--- config.mk ---
export PLATFORM = sky130hd
export DESIGN_NAME = sphg_scale
export DESIGN_NICKNAME = d
export VERILOG_FILES = /design/src/design/sphg_pkg.sv /design/src/design/sphg_scale.sv
export SDC_FILE = /design/constraint.sdc
export NUM_CORES = 2
export LEC_CHECK = 0
export ABC_AREA = 1
export ABC_CLOCK_PERIOD_IN_PS = 21000
export BUFFER_PORTS_ARGS = -buffer_cell sky130_fd_sc_hd__buf_2
export CAP_MARGIN = 20
export CORE_ASPECT_RATIO = 0.8
export CORE_MARGIN = 2
export CORE_UTILIZATION = 35
export DETAILED_ROUTE_END_ITERATION = 10
export GPL_TIMING_DRIVEN = 0
export PLACE_DENSITY = 0.55
export SLEW_MARGIN = 5
export SYNTH_ARGS = -nofsm -noshare
export SYNTH_HDL_FRONTEND = slang
export SYNTH_SLANG_ARGS = --single-unit
--- constraint.sdc ---
create_clock -name clk_i -period 21 [get_ports clk_i]
set_clock_uncertainty 0.15 [all_clocks]
set_input_delay 0 -clock clk_i [delete_from_list [all_inputs] [get_ports clk_i]]
set_output_delay 0 -clock clk_i [all_outputs]
set_load 0.03 [all_outputs]
--- src/design/sphg_pkg.sv ---
package sphg_pkg;

  // Phase and sample formats.
  localparam int PHASE_FRAC_BITS = 16;
  localparam int SAMPLE_BITS     = 16;
  localparam int PHASE_BITS      = PHASE_FRAC_BITS + 9;
  // Angles fed to a sine lane are up to twice the phase, so one bit wider.
  localparam int ANGLE_BITS      = PHASE_BITS + 1;
  // A folded angle never exceeds a quarter turn (90 < 2^7 degrees).
  localparam int FOLD_BITS       = PHASE_FRAC_BITS + 7;

  localparam logic [ANGLE_BITS-1:0] FULL_TURN    = ANGLE_BITS'(64'd360 << PHASE_FRAC_BITS);
  localparam logic [ANGLE_BITS-1:0] HALF_TURN    = ANGLE_BITS'(64'd180 << PHASE_FRAC_BITS);
  localparam logic [ANGLE_BITS-1:0] QUARTER_TURN = ANGLE_BITS'(64'd90 << PHASE_FRAC_BITS);
  localparam logic [PHASE_BITS-1:0] STEP_FLOOR   =
    PHASE_BITS'(((64'd1 << PHASE_FRAC_BITS) + 64'd10) / 64'd20);

  // Q30 arithmetic.
  localparam int Q_BITS  = 30;
  localparam int X_BITS  = 31;  // angle in radians, at most pi/2
  localparam int X2_BITS = 32;  // squared angle
  localparam int T_BITS  = 31;  // series accumulator, at most one
  localparam int N_BITS  = 32;  // series product before the divide
  localparam logic [T_BITS-1:0] Q30_ONE = T_BITS'(64'd1 << Q_BITS);

  // Degrees to radians: a half turn is 45 * 2^(PHASE_FRAC_BITS + 2) units,
  // and pi is split as 45 * PI_HI + PI_LO so only a small remainder is
  // divided by 45.
  localparam longint unsigned PI_Q30 = 64'd3373259426;
  localparam longint unsigned RAD_DIV = 64'd45;
  localparam int RAD_SHIFT   = PHASE_FRAC_BITS + 2;
  localparam int PI_HI_BITS  = 27;
  localparam int PI_LO_BITS  = 6;
  localparam logic [PI_HI_BITS-1:0] PI_HI = PI_HI_BITS'(PI_Q30 / RAD_DIV);
  localparam logic [PI_LO_BITS-1:0] PI_LO = PI_LO_BITS'(PI_Q30 % RAD_DIV);
  localparam int HI_BITS     = FOLD_BITS + PI_HI_BITS;
  localparam int LO_BITS     = FOLD_BITS + PI_LO_BITS;
  localparam int DIV45_SHIFT = LO_BITS + 6;
  localparam logic [LO_BITS:0] DIV45_MAGIC =
    (LO_BITS + 1)'((64'd1 << DIV45_SHIFT) / RAD_DIV + 64'd1);

  // Series steps, highest term first. Each divisor 2k(2k+1) is taken as a
  // halving followed by an exact reciprocal multiply by k(2k+1).
  localparam int SER_STEPS = 7;
  localparam logic [31:0] SER_MAGIC [SER_STEPS] = '{
    32'((64'd1 << 38) / 64'd105 + 64'd1),
    32'((64'd1 << 38) / 64'd78 + 64'd1),
    32'((64'd1 << 37) / 64'd55 + 64'd1),
    32'((64'd1 << 37) / 64'd36 + 64'd1),
    32'((64'd1 << 36) / 64'd21 + 64'd1),
    32'((64'd1 << 35) / 64'd10 + 64'd1),
    32'((64'd1 << 33) / 64'd3 + 64'd1)
  };
  localparam int SER_SHIFT [SER_STEPS] = '{38, 38, 37, 37, 36, 35, 33};

  // Output scaling.
  localparam int NORM_BITS = 30;
  localparam logic [NORM_BITS-1:0] NORM_Q30 = NORM_BITS'(64'd826566842);
  localparam logic [SAMPLE_BITS-2:0] FULL_SCALE = '1;

  typedef struct packed {
    logic              neg;
    logic [X_BITS-1:0] mag;
  } sin_t;

endpackage

--- src/design/sphg_scale.sv ---
module sphg_scale (
  input  logic                                   clk_i,
  input  logic                                   en_i,
  input  sphg_pkg::sin_t                         sin1_i,
  input  sphg_pkg::sin_t                         sin2_i,
  output logic signed [sphg_pkg::SAMPLE_BITS-1:0] sample_o
);
  import sphg_pkg::*;

  localparam int RAW_BITS = X_BITS + 2;
  localparam int MAG_BITS = X_BITS + 1;
  localparam int VP_BITS  = MAG_BITS + NORM_BITS;
  localparam int V_BITS   = 32;
  localparam int RP_BITS  = V_BITS + SAMPLE_BITS;
  localparam int R_BITS   = RP_BITS - Q_BITS;

  // Sum of the fundamental and half the harmonic, the half truncated
  // toward zero, then the peak normalization.
  logic signed [RAW_BITS-1:0] term1, term2, raw;
  logic [MAG_BITS-1:0]        mag;
  logic [VP_BITS-1:0]         v_prod;
  logic [V_BITS-1:0]          v_q;
  logic                       neg_q;

  always_comb begin
    term1  = sin1_i.neg ? -$signed({2'b00, sin1_i.mag})
                        : $signed({2'b00, sin1_i.mag});
    term2  = sin2_i.neg ? -$signed({3'b000, sin2_i.mag[X_BITS-1:1]})
                        : $signed({3'b000, sin2_i.mag[X_BITS-1:1]});
    raw    = term1 + term2;
    mag    = raw[RAW_BITS-1] ? MAG_BITS'(-raw) : MAG_BITS'(raw);
    v_prod = VP_BITS'(mag) * VP_BITS'(NORM_Q30);
  end

  always_ff @(posedge clk_i) begin
    if (en_i) begin
      v_q   <= v_prod[Q_BITS +: V_BITS];
      neg_q <= raw[RAW_BITS-1];
    end
  end

  // Scale to full range, round half up on the magnitude, saturate.
  logic [RP_BITS-1:0]     r_prod;
  logic [R_BITS-1:0]      r;
  logic [SAMPLE_BITS-2:0] r_sat;
  logic signed [SAMPLE_BITS-1:0] sample_q, sample_d;

  always_comb begin
    r_prod   = RP_BITS'(v_q) * RP_BITS'(FULL_SCALE) + (RP_BITS'(1) << (Q_BITS - 1));
    r        = R_BITS'(r_prod >> Q_BITS);
    r_sat    = (r > R_BITS'(FULL_SCALE)) ? FULL_SCALE : r[SAMPLE_BITS-2:0];
    sample_d = neg_q ? -$signed({1'b0, r_sat}) : $signed({1'b0, r_sat});
  end

  always_ff @(posedge clk_i) begin
    if (en_i) begin
      sample_q <= sample_d;
    end
  end

  assign sample_o = sample_q;

endmodule

==> metrics.txt <==
status complete, no violations; maximum number of pins on one net before global-route repair 34; beginning of the worst hold path en_i; post-CTS setup-driven buffer insertion count 0; part of the cycle the worst path needs 0.580; number of cell rows between 90 and 100; async set-reset flop share out of synthesis 0; Least-Margin Pin Slew 1.08 ns; initial standard-cell utilization of the core 0.352; placed cell areas 0.0334 mm^2; DR vias about 25000; Slew Limit Headroom 0.276; minimum clock period around 12 ns; port bufs 80; HPWL after DPL roughly 80 mm; most repeated library cell on the critical path sky130_fd_sc_hd__inv_1; I/O pin total 82; Post-synth EDFFs roughly 50; utilization after layout 0.376; required time of the critical path 20.91 ns; Die Area a little over 0.09 mm^2; total of endpoints with negative setup slack in the final report 0; post-route non-filler standard cell count about 5200; r2r startpoint v_q[26]; number of max-capacitance violations reported 0; clock transition at the registers of the reported paths approximately 0.080 ns; Worst Path Arrival roughly 12 ns; CTS tree built; average cell area after synthesis about 8.1 um^2; number of cells traversed by the worst register-to-register path 35; number of fill cells in the layout 9397; part of the Yosys area used for sequential elements 0.0468; Synth Net Count approximately 5000; vias per cell about 4.8; dpl cells just over 5000; final weighted congestion in routability-driven placement 0.942; number of antenna violations at the first check in global routing 0; f_max between 80 and 90 MHz; Final ANT Viol Nets 0; top fanout value on the critical path 10; Final Net Count 5112; die extent in x between 300 and 400 um; most common library cell in the layout ignoring fill and taps sky130_fd_sc_hd__inv_1; via count of the first global-routing pass between 20000 and 30000; wire length after detailed routing approximately 87 mm; Post-Synthesis Cell Area around 0.031 mm^2; critical setup path kind input pin to flop; Syn Inst Count between 3000 and 4000; number of cells on the worst hold path 2; RSZ-0062 raised after global routing no; reg-to-reg slack, setup around 13 ns; distinct cell type count of the synthesized netlist 60; CTS max path bufs 2; master of the slowest instance on the critical path sky130_fd_sc_hd__xor2_1; Inserted Clock Buffers 5; total negative setup slack 0 ns; length of the first detailed-routing pass in iterations 6; most common flop cell mapped by yosys sky130_fd_sc_hd__edfxtp_1; commonest cells after routing, fill and taps aside sky130_fd_sc_hd__inv_1 (968), sky130_fd_sc_hd__nand2_1 (695), sky130_fd_sc_hd__ha_1 (546), sky130_fd_sc_hd__fa_1 (531), sky130_fd_sc_hd__nor2_1 (264); Critical Path Source Type input pin; clock latency on the worst-skew pair approximately 0.32 ns; synthesized flop and latch total between 40 and 50; share of cells above drive strength 1 0.0504; cell at the root of the clock tree sky130_fd_sc_hd__clkbuf_16; DRC violation count after routing 0; number of levels the H-tree was split into 2; CTS sink count about 50; sink of the worst hold path sample_o[1]; Total Routing Usage GR 0.196; worst r2r dst sample_o[14]; total of warnings raised by yosys 0; biggest cell delay along the critical path 0.69 ns; ANT cells 0; final instance area 0.0335 mm^2; violation count after the first detailed-route iteration between 1500 and 2000; Core Region 0.0891 mm^2; global-route wire length before repair 142 mm; die boundary height between 200 and 300 um; residual overflow from global routing 0; detail-routed net length per standard cell between 15 and 20 um; critical path capture point type flop; classification of the worst-slack hold path input pin to flop; relative area change from synthesis to final layout 6.77%; number of slew-limit violations in the final report 0; count of final hold-check violations 0
worst max-delay path: cells and delay by family:
family                   cells  cell delay, ns
adder cells (fa/ha/maj)     11            4.58
AND/OR/NAND/NOR             18            2.62
AO/OA/AOI/OAI                7            2.03
buffers and inverters       14            1.77
XOR/XNOR                     3            1.06
stage by stage:
stage,worst slack [ns],hold slack [ns]
after CTS,8.86,0.533
after global placement,8.55,0.327
after floorplan,11.26,-0.0375
after detailed placement,8.62,0.325
final,8.82,0.537
after global routing,8.09,0.564
logic make-up after synthesis:
| family | after synthesis | share of synthesized area |
|---|---|---|
| buffers and inverters | 997 | 0.120 |
| adders and majority gates | 1077 | 0.556 |
| and+or+nand+nor | 1271 | 0.175 |
| DFF | 49 | 0.0468 |
| xor gates and xnor gates | 133 | 0.0383 |
| AOI/OAI and AO/OA | 350 | 0.0641 |
timing repair:
| item | in CTS | in global routing |
|---|---|---|
| hold endpoints to repair | 16 | 0 |
| hold buffers | 1 | 0 |
| resized for setup | 0 | 0 |
cell type report:
cell class / count / area (um^2) / area share
Inverter: 986 / 3700 / 0.110
Tap cell: 1200 / 1500 / 0.0448
Clock buffer: 5 / 125 / 0.00373
Buffer: 11 / 62.6 / 0.00186
Clock inverter: 3 / 41.3 / 0.00123
Timing Repair Buffer: 85 / 453 / 0.0135
Sequential cell: 49 / 1470 / 0.0439
Multi-Input combinational cell: 2831 / 26200 / 0.781
worst max-delay path by stage:
stage / from / end / slack [ns] / cells after the start
after floorplan: sin2_i[2] / v_q[30] / 11.26 / 52
after global placement: sin2_i[1] / v_q[30] / 8.55 / 52
after detailed placement: sin2_i[1] / v_q[27] / 8.62 / 50
after CTS: sin2_i[1] / v_q[27] / 8.86 / 50
after global routing: sin2_i[1] / v_q[30] / 8.09 / 56
final: sin2_i[1] / v_q[28] / 8.82 / 53
synth_stat cells (all sizes together) (37+ instances only):
cell type	instances	area, um^2
ha	546	6830
xnor2	45	402
nor2	286	1160
nor3	48	277
fa	531	10600
nand2	722	2810
edfxtp	49	1470
a31oi	37	231
nand3	134	733
o21ai	94	489
xor2	88	801
inv	985	3700
a21oi	149	753
nand4	52	332
registers in the layout (all words and copies together) (netlist names):
name and flops:
v_q 32, sample_o 16, neg_q 1
metal layers:
layer  wire length, um  GRT usage
met1             46400      0.317
met3              8120     0.0517
met5                 0          0
met4               331     0.0109
met2             32100      0.265
Power is left out: the tool's default activity adds up to more than one toggle a clock period on the data nets, which glitch-free logic cannot reach.
