--- src/design/sphg_pkg.sv ---
package sphg_pkg;

  // Phase and sample formats.
  localparam int PHASE_FRAC_BITS = 16;
  localparam int SAMPLE_BITS     = 16;
  localparam int PHASE_BITS      = PHASE_FRAC_BITS + 9;
  // Angles fed to a sine lane are up to twice the phase, so one bit wider.
  localparam int ANGLE_BITS      = PHASE_BITS + 1;
  // A folded angle never exceeds a quarter turn (90 < 2^7 degrees).
  localparam int FOLD_BITS       = PHASE_FRAC_BITS + 7;

  localparam logic [ANGLE_BITS-1:0] FULL_TURN    = ANGLE_BITS'(64'd360 << PHASE_FRAC_BITS);
  localparam logic [ANGLE_BITS-1:0] HALF_TURN    = ANGLE_BITS'(64'd180 << PHASE_FRAC_BITS);
  localparam logic [ANGLE_BITS-1:0] QUARTER_TURN = ANGLE_BITS'(64'd90 << PHASE_FRAC_BITS);
  localparam logic [PHASE_BITS-1:0] STEP_FLOOR   =
    PHASE_BITS'(((64'd1 << PHASE_FRAC_BITS) + 64'd10) / 64'd20);

  // Q30 arithmetic.
  localparam int Q_BITS  = 30;
  localparam int X_BITS  = 31;  // angle in radians, at most pi/2
  localparam int X2_BITS = 32;  // squared angle
  localparam int T_BITS  = 31;  // series accumulator, at most one
  localparam int N_BITS  = 32;  // series product before the divide
  localparam logic [T_BITS-1:0] Q30_ONE = T_BITS'(64'd1 << Q_BITS);

  // Degrees to radians: a half turn is 45 * 2^(PHASE_FRAC_BITS + 2) units,
  // and pi is split as 45 * PI_HI + PI_LO so only a small remainder is
  // divided by 45.
  localparam longint unsigned PI_Q30 = 64'd3373259426;
  localparam longint unsigned RAD_DIV = 64'd45;
  localparam int RAD_SHIFT   = PHASE_FRAC_BITS + 2;
  localparam int PI_HI_BITS  = 27;
  localparam int PI_LO_BITS  = 6;
  localparam logic [PI_HI_BITS-1:0] PI_HI = PI_HI_BITS'(PI_Q30 / RAD_DIV);
  localparam logic [PI_LO_BITS-1:0] PI_LO = PI_LO_BITS'(PI_Q30 % RAD_DIV);
  localparam int HI_BITS     = FOLD_BITS + PI_HI_BITS;
  localparam int LO_BITS     = FOLD_BITS + PI_LO_BITS;
  localparam int DIV45_SHIFT = LO_BITS + 6;
  localparam logic [LO_BITS:0] DIV45_MAGIC =
    (LO_BITS + 1)'((64'd1 << DIV45_SHIFT) / RAD_DIV + 64'd1);

  // Series steps, highest term first. Each divisor 2k(2k+1) is taken as a
  // halving followed by an exact reciprocal multiply by k(2k+1).
  localparam int SER_STEPS = 7;
  localparam logic [31:0] SER_MAGIC [SER_STEPS] = '{
    32'((64'd1 << 38) / 64'd105 + 64'd1),
    32'((64'd1 << 38) / 64'd78 + 64'd1),
    32'((64'd1 << 37) / 64'd55 + 64'd1),
    32'((64'd1 << 37) / 64'd36 + 64'd1),
    32'((64'd1 << 36) / 64'd21 + 64'd1),
    32'((64'd1 << 35) / 64'd10 + 64'd1),
    32'((64'd1 << 33) / 64'd3 + 64'd1)
  };
  localparam int SER_SHIFT [SER_STEPS] = '{38, 38, 37, 37, 36, 35, 33};

  // Output scaling.
  localparam int NORM_BITS = 30;
  localparam logic [NORM_BITS-1:0] NORM_Q30 = NORM_BITS'(64'd826566842);
  localparam logic [SAMPLE_BITS-2:0] FULL_SCALE = '1;

  typedef struct packed {
    logic              neg;
    logic [X_BITS-1:0] mag;
  } sin_t;

endpackage

--- src/design/sphg_phase.sv ---
module sphg_phase (
  input  logic                             clk_i,
  input  logic                             rst_ni,
  input  logic                             accept_i,
  input  logic [sphg_pkg::PHASE_BITS-1:0]  step_i,
  output logic [sphg_pkg::PHASE_BITS-1:0]  phase_o
);
  import sphg_pkg::*;

  logic [PHASE_BITS-1:0] phase_q, phase_d, step_f;
  logic [ANGLE_BITS-1:0] sum, wrap1, wrap2;

  // The sum can reach almost two and a half turns, so it may wrap twice.
  always_comb begin
    step_f  = (step_i < STEP_FLOOR) ? STEP_FLOOR : step_i;
    sum     = ANGLE_BITS'(phase_q) + ANGLE_BITS'(step_f);
    wrap1   = (sum >= FULL_TURN) ? sum - FULL_TURN : sum;
    wrap2   = (wrap1 >= FULL_TURN) ? wrap1 - FULL_TURN : wrap1;
    phase_d = PHASE_BITS'(wrap2);
  end

  always_ff @(posedge clk_i or negedge rst_ni) begin
    if (!rst_ni) begin
      phase_q <= '0;
    end else if (accept_i) begin
      phase_q <= phase_d;
    end
  end

  assign phase_o = phase_q;

endmodule

--- config.mk ---
export PLATFORM = sky130hd
export DESIGN_NAME = sphg_phase
export DESIGN_NICKNAME = d
export VERILOG_FILES = /design/src/design/sphg_pkg.sv /design/src/design/sphg_phase.sv
export SDC_FILE = /design/constraint.sdc
export NUM_CORES = 1
export LEC_CHECK = 0
export ABC_AREA = 1
export BUFFER_PORTS_ARGS = -buffer_cell sky130_fd_sc_hd__buf_2
export CAP_MARGIN = 20
export CORE_ASPECT_RATIO = 1.25
export CORE_MARGIN = 1.5
export CORE_UTILIZATION = 31
export CTS_CLUSTER_DIAMETER = 60
export CTS_CLUSTER_SIZE = 16
export DETAILED_ROUTE_END_ITERATION = 12
export MAX_ROUTING_LAYER = met4
export PLACE_DENSITY = 0.51
export SLEW_MARGIN = 25
export SYNTH_ARGS = -nofsm -noshare
export SYNTH_HDL_FRONTEND = slang
export SYNTH_SLANG_ARGS = --single-unit
--- constraint.sdc ---
create_clock -name clk_i -period 3.1 [get_ports clk_i]
set_input_delay 0 -clock clk_i [delete_from_list [all_inputs] [get_ports clk_i]]
set_output_delay 0 -clock clk_i [all_outputs]
set_load 0.01 [all_outputs]
==> impl_metrics.env, run 1 <==
export IMPL_status="finished with violations"
export IMPL_violations="negative setup slack"
export IMPL_worst_path_fanout_max=6
export IMPL_sequentialPowerShare_pct=10.5
export IMPL_tcrit_tclk_final_pct=103.7
export IMPL_avgRoutedWirePerCell_um=12.73
export IMPL_worstHoldPathType="in2reg"
export IMPL_routability_driven_placement_congestion_ratio=0.8760
export IMPL_clock_sinks=25
export IMPL_critPathCaptureType="flip-flop"
export IMPL_timing_final_ws_setup_ns=-0.1139
export IMPL_stdcell_count=822
export IMPL_drv_slew=0
export IMPL_syn_to_final_growth_pct=48.53
export IMPL_fmaxAchievable_ghz=0.3112
export IMPL_timing_rr_start="phase_o[19]"
export IMPL_postSynthCellCount=561
export IMPL_synthesis_stage_register_bit_count=25
export IMPL_detail_route_drc_violations=0
export IMPL_start_util_pct=31.50
export IMPL_power_leakage_nw=2.707
export IMPL_multiInputGateArea_sq_um=2676
export IMPL_cts_root_to_sink_buffers=2
export IMPL_grt_ovfl_total=0
export IMPL_setup_viol=6
export IMPL_cts_tree="built"
export IMPL_grt_max_degree=37
export IMPL_die_height_um=118.5
export IMPL_dp_cells=792
export IMPL_critPathLaunch="step_i[1]"
export IMPL_power_frac_clock_pct=5.2
export IMPL_synth_distinct_cells=35
export IMPL_grt_antenna_before_repair=0
export IMPL_clkLatencyLatePin_ns=0.28
export IMPL_post_route_ant_nets=0
export IMPL_setup_worst_path_class="in2reg"
export IMPL_detail_route_vias_per_cell=4.605
export IMPL_cell_internal_pwr_w=0.003016
export IMPL_fp_row_count=42
export IMPL_fin_area_sq_um=4917
export IMPL_cts_root_buffer_cell="sky130_fd_sc_hd__clkbuf_16"
export IMPL_clock_tree_htree_level_count=1
export IMPL_hold_start="accept_i"
export IMPL_critical_path_startpoint_type="input port"
export IMPL_crit_buf_inv=12
export IMPL_swShare_pct=52.35
export IMPL_grt_setup_unrepaired="true"
export IMPL_cp_required_ns=3.28
export IMPL_finished_core_util_pct=46.79
export IMPL_syn_nets=615
export IMPL_finalWirelength_um=10470
export IMPL_layout_drive_gt1_share_pct=38.55
export IMPL_overall_track_demand_over_capacity_in_global_routing_pct=20.03
export IMPL_fin_crit_ns=3.214
export IMPL_max_cap_viol_count=0
export IMPL_syn_mean_instance_area_sq_um=5.901
export IMPL_finish_net_count=745
export IMPL_max_ffs_per_register=25
export IMPL_dpl_hpwl_um=8170
export IMPL_vdd_ir_drop_worst_mv=0.9729
export IMPL_first_iter_violations=172
export IMPL_layout_cells_most_common="sky130_fd_sc_hd__nand2_1"
export IMPL_place_worst_setup_slack_ns=-0.8450
export IMPL_insertedDiodeCount=0
export IMPL_routed_via_count=3785
export IMPL_critPathMaxStageDelay_ns=0.41
export IMPL_grt_first_pass_wirelength_um=17670
export IMPL_timing_critical_path_slowest_stage_cell="sky130_fd_sc_hd__fa_2"
export IMPL_p_comb_share_pct=84.3
export IMPL_power_density_nw_per_um2=1287
export IMPL_worst_path_most_repeated_cell="sky130_fd_sc_hd__buf_4"
export IMPL_num_fill_cells=1102
export IMPL_yosysWarnings=0
export IMPL_cts_inserted_buffers=3
export IMPL_clock_skew_final_ns=0.004523
export IMPL_worst_slew_pin_slew_ns=0.9531
export IMPL_post_synth_instance_area_sq_um=3311
export IMPL_critPathTopFamily="simple AND/OR/NAND/NOR gates"
export IMPL_cp_arrival_ns=3.39
export IMPL_seq_area_sq_um=625.6
export IMPL_slew_headroom_pct=36.07
export IMPL_cts_reportedPaths_clkPinSlew_ns=0.08
export IMPL_floorplan_io_pins=53
export IMPL_mostFrequentLayoutCells="173 x sky130_fd_sc_hd__nand2_1, 88 x sky130_fd_sc_hd__buf_4, 85 x sky130_fd_sc_hd__inv_1, 46 x sky130_fd_sc_hd__buf_2, 43 x sky130_fd_sc_hd__nand2_2"
export IMPL_dr_pass1_iters=5
export IMPL_first_global_vias=3924
export IMPL_postPlaceCellArea_sq_um=4208
export IMPL_placeableCoreArea_sq_um=10510
export IMPL_floorplan_die_area_sq_um=11310
export IMPL_place_port_buffers=52
export IMPL_seq_area_frac_synth_pct=18.90
export IMPL_p_switching_w=0.003314
export IMPL_chipWidth_um=95.43
export IMPL_final_hold_viol_count=0
## per-layer routing
metal | wire length [um] | GRT usage, % | vias to the layer above
met3 | 235 | 1.094 | 15
met2 | 5565 | 36.26 | 55
met1 | 4405 | 22.96 | 1717
met5 | 0 | - | -
met4 | 259 | 6.618 | 0
li1 | - | - | 1998
## per-stage QoR
stage / setup TNS (ns) / hold slack [ns] / power [W]
after global routing: -2.362 / 0.09774 / 0.006977
after global placement: -4.988 / 0.05467 / 0.005243
after CTS: -0.4010 / 0.06399 / 0.006017
after detailed placement: -5.079 / 0.06101 / 0.005268
final: -0.5435 / 0.07675 / 0.006329
after floorplan: 0 / -0.2956 / 0.003673
## layout make-up
class	count	area share [%]
repair buffers	142	20.00
flip-flops and latches	25	12.72
inverters	98	7.684
well taps	132	3.359
clock inverters	1	0.1527
repair inverters	1	0.1272
clock buffers	3	1.527
multi-input cells	420	54.43
## Yosys cell counts
cell type	count	share of area, %
sky130_fd_sc_hd__ha_1	25	9.4
sky130_fd_sc_hd__nand3_2	1	0.30
sky130_fd_sc_hd__and2_1	2	0.38
sky130_fd_sc_hd__inv_1	93	11
sky130_fd_sc_hd__nor3_1	1	0.15
sky130_fd_sc_hd__o21ai_0	18	2.7
sky130_fd_sc_hd__xnor2_1	8	2.1
sky130_fd_sc_hd__or2_1	2	0.38
sky130_fd_sc_hd__o21ai_1	1	0.15
sky130_fd_sc_hd__nand4_1	12	2.3
sky130_fd_sc_hd__nor2_2	4	0.76
sky130_fd_sc_hd__nor2_4	4	1.4
sky130_fd_sc_hd__nand3_4	1	0.53
sky130_fd_sc_hd__a211oi_1	1	0.23
sky130_fd_sc_hd__fa_1	1	0.60
sky130_fd_sc_hd__nand3_1	27	4.1
sky130_fd_sc_hd__a21oi_2	1	0.26
sky130_fd_sc_hd__nand2_2	10	1.9
sky130_fd_sc_hd__nand3b_1	5	1.1
sky130_fd_sc_hd__a21oi_4	2	0.98
sky130_fd_sc_hd__nand2_4	6	2.0
sky130_fd_sc_hd__o21bai_1	2	0.45
sky130_fd_sc_hd__buf_2	1	0.15
sky130_fd_sc_hd__or2_2	5	0.94
sky130_fd_sc_hd__nand2_1	213	24
sky130_fd_sc_hd__dfrtp_1	25	19
sky130_fd_sc_hd__a21oi_1	18	2.7
sky130_fd_sc_hd__nor4_1	3	0.57
sky130_fd_sc_hd__a31oi_1	4	0.76
sky130_fd_sc_hd__a31o_2	1	0.26
sky130_fd_sc_hd__clkbuf_1	17	1.9
sky130_fd_sc_hd__xor2_1	9	2.4
sky130_fd_sc_hd__nor2_1	32	3.6
sky130_fd_sc_hd__inv_2	5	0.57
sky130_fd_sc_hd__o311ai_0	1	0.26
## timing repair
action,CTS,global route
hold endpoints to repair,25,0
setup endpoints to repair,6,7
pin swaps,35,56
hold buffers,1,0
gates cloned,1,0
resized for setup,67,47
setup buffers,20,7
## worst paths after layout
check | end | slack [ns] | cells after the start
min in group asynchronous | phase_o[15] | 0.27 | 2
min reg2reg | phase_o[12] | 0.52 | 2
max | phase_o[21] | -0.11 | 31
max in group asynchronous | phase_o[2] | 2.41 | 2
max reg2reg | phase_o[21] | 0.11 | 21
min | phase_o[23] | 0.08 | 3
## power by group through the flow
stage,sequential [W],clock (W),combinational [W]
2_1_floorplan,0.000704,0,0.00297
3_3_place_gp,0.000657,0,0.00459
3_5_place_dp,0.000658,0,0.00461
4_1_cts,0.000657,0.000333,0.00503
5_1_grt,0.000690,0.000338,0.00595
6_report,0.000664,0.000328,0.00534
## logic make-up (layout without fill, tap and decap cells)
| family | count (synthesis) | after routing | share of synthesized area (%) |
|---|---|---|---|
| AND/OR/NAND/NOR | 328 | 328 | 44.56 |
| buffers and inverters | 116 | 245 | 13.19 |
| AO/OA/AOI/OAI | 49 | 49 | 8.806 |
| adder cells (fa/ha/maj) | 26 | 26 | 10.05 |
| flip-flops | 25 | 25 | 18.90 |
| XOR/XNOR | 17 | 17 | 4.498 |
## worst reg2reg max path, delay by kind of cell, from the launching register on
kind | cells | cell delay [ns]
simple gates | 18 | 1.83
buf+inv | 2 | 0.22
flops | 1 | 0.42
fa+ha+maj | 1 | 0.42
No activity file was read; power rests on OpenSTA's default activity.
==> run 2, diff against run 1 <==
--- a/config.mk
+++ b/config.mk
@@ -15,7 +15,7 @@
 export CTS_CLUSTER_SIZE = 16
 export DETAILED_ROUTE_END_ITERATION = 12
 export MAX_ROUTING_LAYER = met4
-export PLACE_DENSITY = 0.51
+export PLACE_DENSITY = 0.53
 export SLEW_MARGIN = 25
 export SYNTH_ARGS = -nofsm -noshare
 export SYNTH_HDL_FRONTEND = slang
==> constraint.sdc (replaced) <==
create_clock -name clk_i -period 2.65 [get_ports clk_i]
set_input_delay 0 -clock clk_i [delete_from_list [all_inputs] [get_ports clk_i]]
set_output_delay 0 -clock clk_i [all_outputs]
set_load 0.01 [all_outputs]
==> run 2 against run 1 <==
  * Sequential power is 9.6% higher
  * Clock-buffer cell count unchanged
  * Register-to-register slack got worse by 0.32 ns
  * Non-clock buffer count is 31 higher
  * Via count is 1.5% higher
  * Flip-flop and latch count unchanged
  * Critical endpoint is now phase_o[23]
  * The flow still finishes with violations (negative setup slack)
  * Wire length rose by 0.85%
  * Clock power increased by 13%
==> impl_metrics.env, run 2 (synthesis gave the netlist of run 1 again) <==
export IMPL_setup_viol=6
export IMPL_postPlaceCellArea_sq_um=4664
export IMPL_cts_tree="built"
export IMPL_setup_worst_path_class="in2reg"
export IMPL_fin_area_sq_um=5012
export IMPL_cts_root_to_sink_buffers=2
export IMPL_detail_route_drc_violations=0
export IMPL_finalWirelength_um=10550
export IMPL_fmaxAchievable_ghz=0.3032
export IMPL_routed_via_count=3841
export IMPL_critPathLaunch="step_i[0]"
export IMPL_worst_path_most_repeated_cell="sky130_fd_sc_hd__buf_4"
export IMPL_totalNegativeSetupSlack_ns=-3.709
export IMPL_clock_tree_htree_level_count=1
export IMPL_p_switching_w=0.003818
export IMPL_insertedDiodeCount=0
export IMPL_mostFrequentLayoutCells="187 x sky130_fd_sc_hd__nand2_1, 118 x sky130_fd_sc_hd__buf_4, 87 x sky130_fd_sc_hd__inv_1, 49 x sky130_fd_sc_hd__buf_2, 29 x sky130_fd_sc_hd__nand2_2"
export IMPL_max_ffs_per_register=25
export IMPL_first_global_vias=3785
export IMPL_cell_internal_pwr_w=0.003702
export IMPL_layout_drive_gt1_share_pct=38.56
export IMPL_cts_root_buffer_cell="sky130_fd_sc_hd__clkbuf_16"
export IMPL_critPathMaxStageDelay_ns=0.39
export IMPL_p_comb_share_pct=85.4
export IMPL_fin_crit_ns=3.299
export IMPL_clock_skew_final_ns=0.001941
export IMPL_timing_final_ws_setup_ns=-0.6486
export IMPL_sequentialPowerShare_pct=9.7
export IMPL_worst_r2r_cell_count=21
export IMPL_worstHoldPathType="in2reg"
export IMPL_grt_antenna_before_repair=0
export IMPL_worst_slew_pin_slew_ns=0.6235
export IMPL_timing_critical_path_slowest_stage_cell="sky130_fd_sc_hd__fa_2"
export IMPL_detail_route_vias_per_cell=4.503
export IMPL_reg2reg_to="phase_o[23]"
export IMPL_power_density_nw_per_um2=1500
export IMPL_cts_reportedPaths_clkPinSlew_ns=0.07
export IMPL_grt_first_pass_wirelength_um=17250
export IMPL_placeableCoreArea_sq_um=10510
export IMPL_num_fill_cells=1119
export IMPL_max_cap_viol_count=0
export IMPL_floorplan_io_pins=53
export IMPL_critical_path_startpoint_type="input port"
export IMPL_holdWs_ns=0.07107
export IMPL_power_frac_clock_pct=4.9
export IMPL_first_iter_violations=157
export IMPL_layout_cells_most_common="sky130_fd_sc_hd__nand2_1"
export IMPL_start_util_pct=31.50
export IMPL_post_route_ant_nets=0
export IMPL_cp_required_ns=2.82
export IMPL_grt_max_degree=34
export IMPL_routability_driven_placement_congestion_ratio=0.9062
export IMPL_status="finished with violations"
export IMPL_power_leakage_nw=2.847
export IMPL_syn_to_final_growth_pct=51.40
export IMPL_critPathCaptureType="flip-flop"
export IMPL_worst_path_fanout_max=7
export IMPL_avgRoutedWirePerCell_um=12.37
export IMPL_grt_setup_unrepaired="true"
export IMPL_final_hold_viol_count=0
export IMPL_clock_sinks=25
export IMPL_floorplan_die_area_sq_um=11310
export IMPL_fp_row_count=42
export IMPL_overall_track_demand_over_capacity_in_global_routing_pct=19.85
export IMPL_hold_start="accept_i"
export IMPL_tcrit_tclk_final_pct=124.5
export IMPL_vdd_ir_drop_worst_mv=1.306
export IMPL_clkLatencyLatePin_ns=0.27
export IMPL_slew_headroom_pct=58.43
export IMPL_place_port_buffers=52
export IMPL_die_height_um=118.5
export IMPL_finish_net_count=776
export IMPL_worst_hold_path_num_cells=3
export IMPL_worst_hold_path_endpoint="phase_o[23]"
export IMPL_timing_reg2reg_setup_slack_ns=-0.21
export IMPL_dpl_hpwl_um=8837
export IMPL_grt_ovfl_total=0
export IMPL_cp_arrival_ns=3.47
export IMPL_cts_inserted_buffers=3
export IMPL_dr_pass1_iters=4
export IMPL_violations="negative setup slack"
export IMPL_chipWidth_um=95.43
export IMPL_drv_slew=0
export IMPL_swShare_pct=50.77
export IMPL_timing_rr_start="phase_o[14]"
[run 2: power groups by stage]
stage | Sequential [W] | Clock (W) | Combinational (W)
after detailed placement | 0.000734 | 0 | 0.00612
after global routing | 0.000755 | 0.000391 | 0.00712
after global placement | 0.000732 | 0 | 0.00606
after floorplan | 0.000823 | 0 | 0.00365
final | 0.000728 | 0.000370 | 0.00642
after CTS | 0.000729 | 0.000379 | 0.00630
[run 2: worst max-delay path: cells and delay by family]
family                   cells  cell delay (ns)
adder cells (fa/ha/maj)      2             0.57
AO/OA/AOI/OAI                2             0.30
buffers and inverters       11             1.11
AND/OR/NAND/NOR             17             1.43
[run 2: layout make-up]
type / instances / area, sq um / share of cell area (%)
multi-input combinational: 420 / 2564 / 51.15
timing repair buffer: 173 / 1197 / 23.89
sequential: 25 / 625.6 / 12.48
inverter: 98 / 372.9 / 7.439
tap: 132 / 165.2 / 3.295
clock buffer: 3 / 75.07 / 1.498
timing repair inverter: 1 / 7.507 / 0.1498
clock inverter: 1 / 5.005 / 0.09985
[run 2: through the flow]
stage / setup slack (ns) / instances / util, % / power, W
finish: -0.6486 / 853 / 47.69 / 0.007520
global route: -0.8849 / 853 / 47.69 / 0.008269
CTS: -0.5956 / 850 / 46.90 / 0.007412
detailed placement: -0.9523 / 834 / 44.38 / 0.006851
global placement: -0.8766 / 834 / 44.38 / 0.006787
floorplan: -0.2394 / 561 / - / 0.004474
[run 2: worst max path at each step]
| stage | slack, ns | cells after the start | end |
|---|---|---|---|
| 2_1_floorplan | -0.24 | 29 | phase_o[22] |
| 3_3_place_gp | -0.88 | 32 | phase_o[23] |
| 3_5_place_dp | -0.95 | 29 | phase_o[23] |
| 4_1_cts | -0.60 | 30 | phase_o[23] |
| 5_1_grt | -0.88 | 30 | phase_o[23] |
| 6_report | -0.65 | 32 | phase_o[23] |
[run 2: per-layer routing]
| layer | wire length [um] | up-vias | track usage, % |
|---|---|---|---|
| li1 | - | 2046 | - |
| met1 | 4526 | 1728 | 22.84 |
| met2 | 5540 | 48 | 35.06 |
| met3 | 199 | 19 | 1.866 |
| met4 | 289 | 0 | 7.077 |
| met5 | 0 | - | - |
[run 2: what timing repair did]
action                                 CTS  global route
gates cloned                             1             0
buffers inserted                        11             3
pin swaps                               13            13
endpoints found under the hold margin   25             0
setup endpoints to repair                7            10
resized for setup                       25            18
hold buffers                             1             0
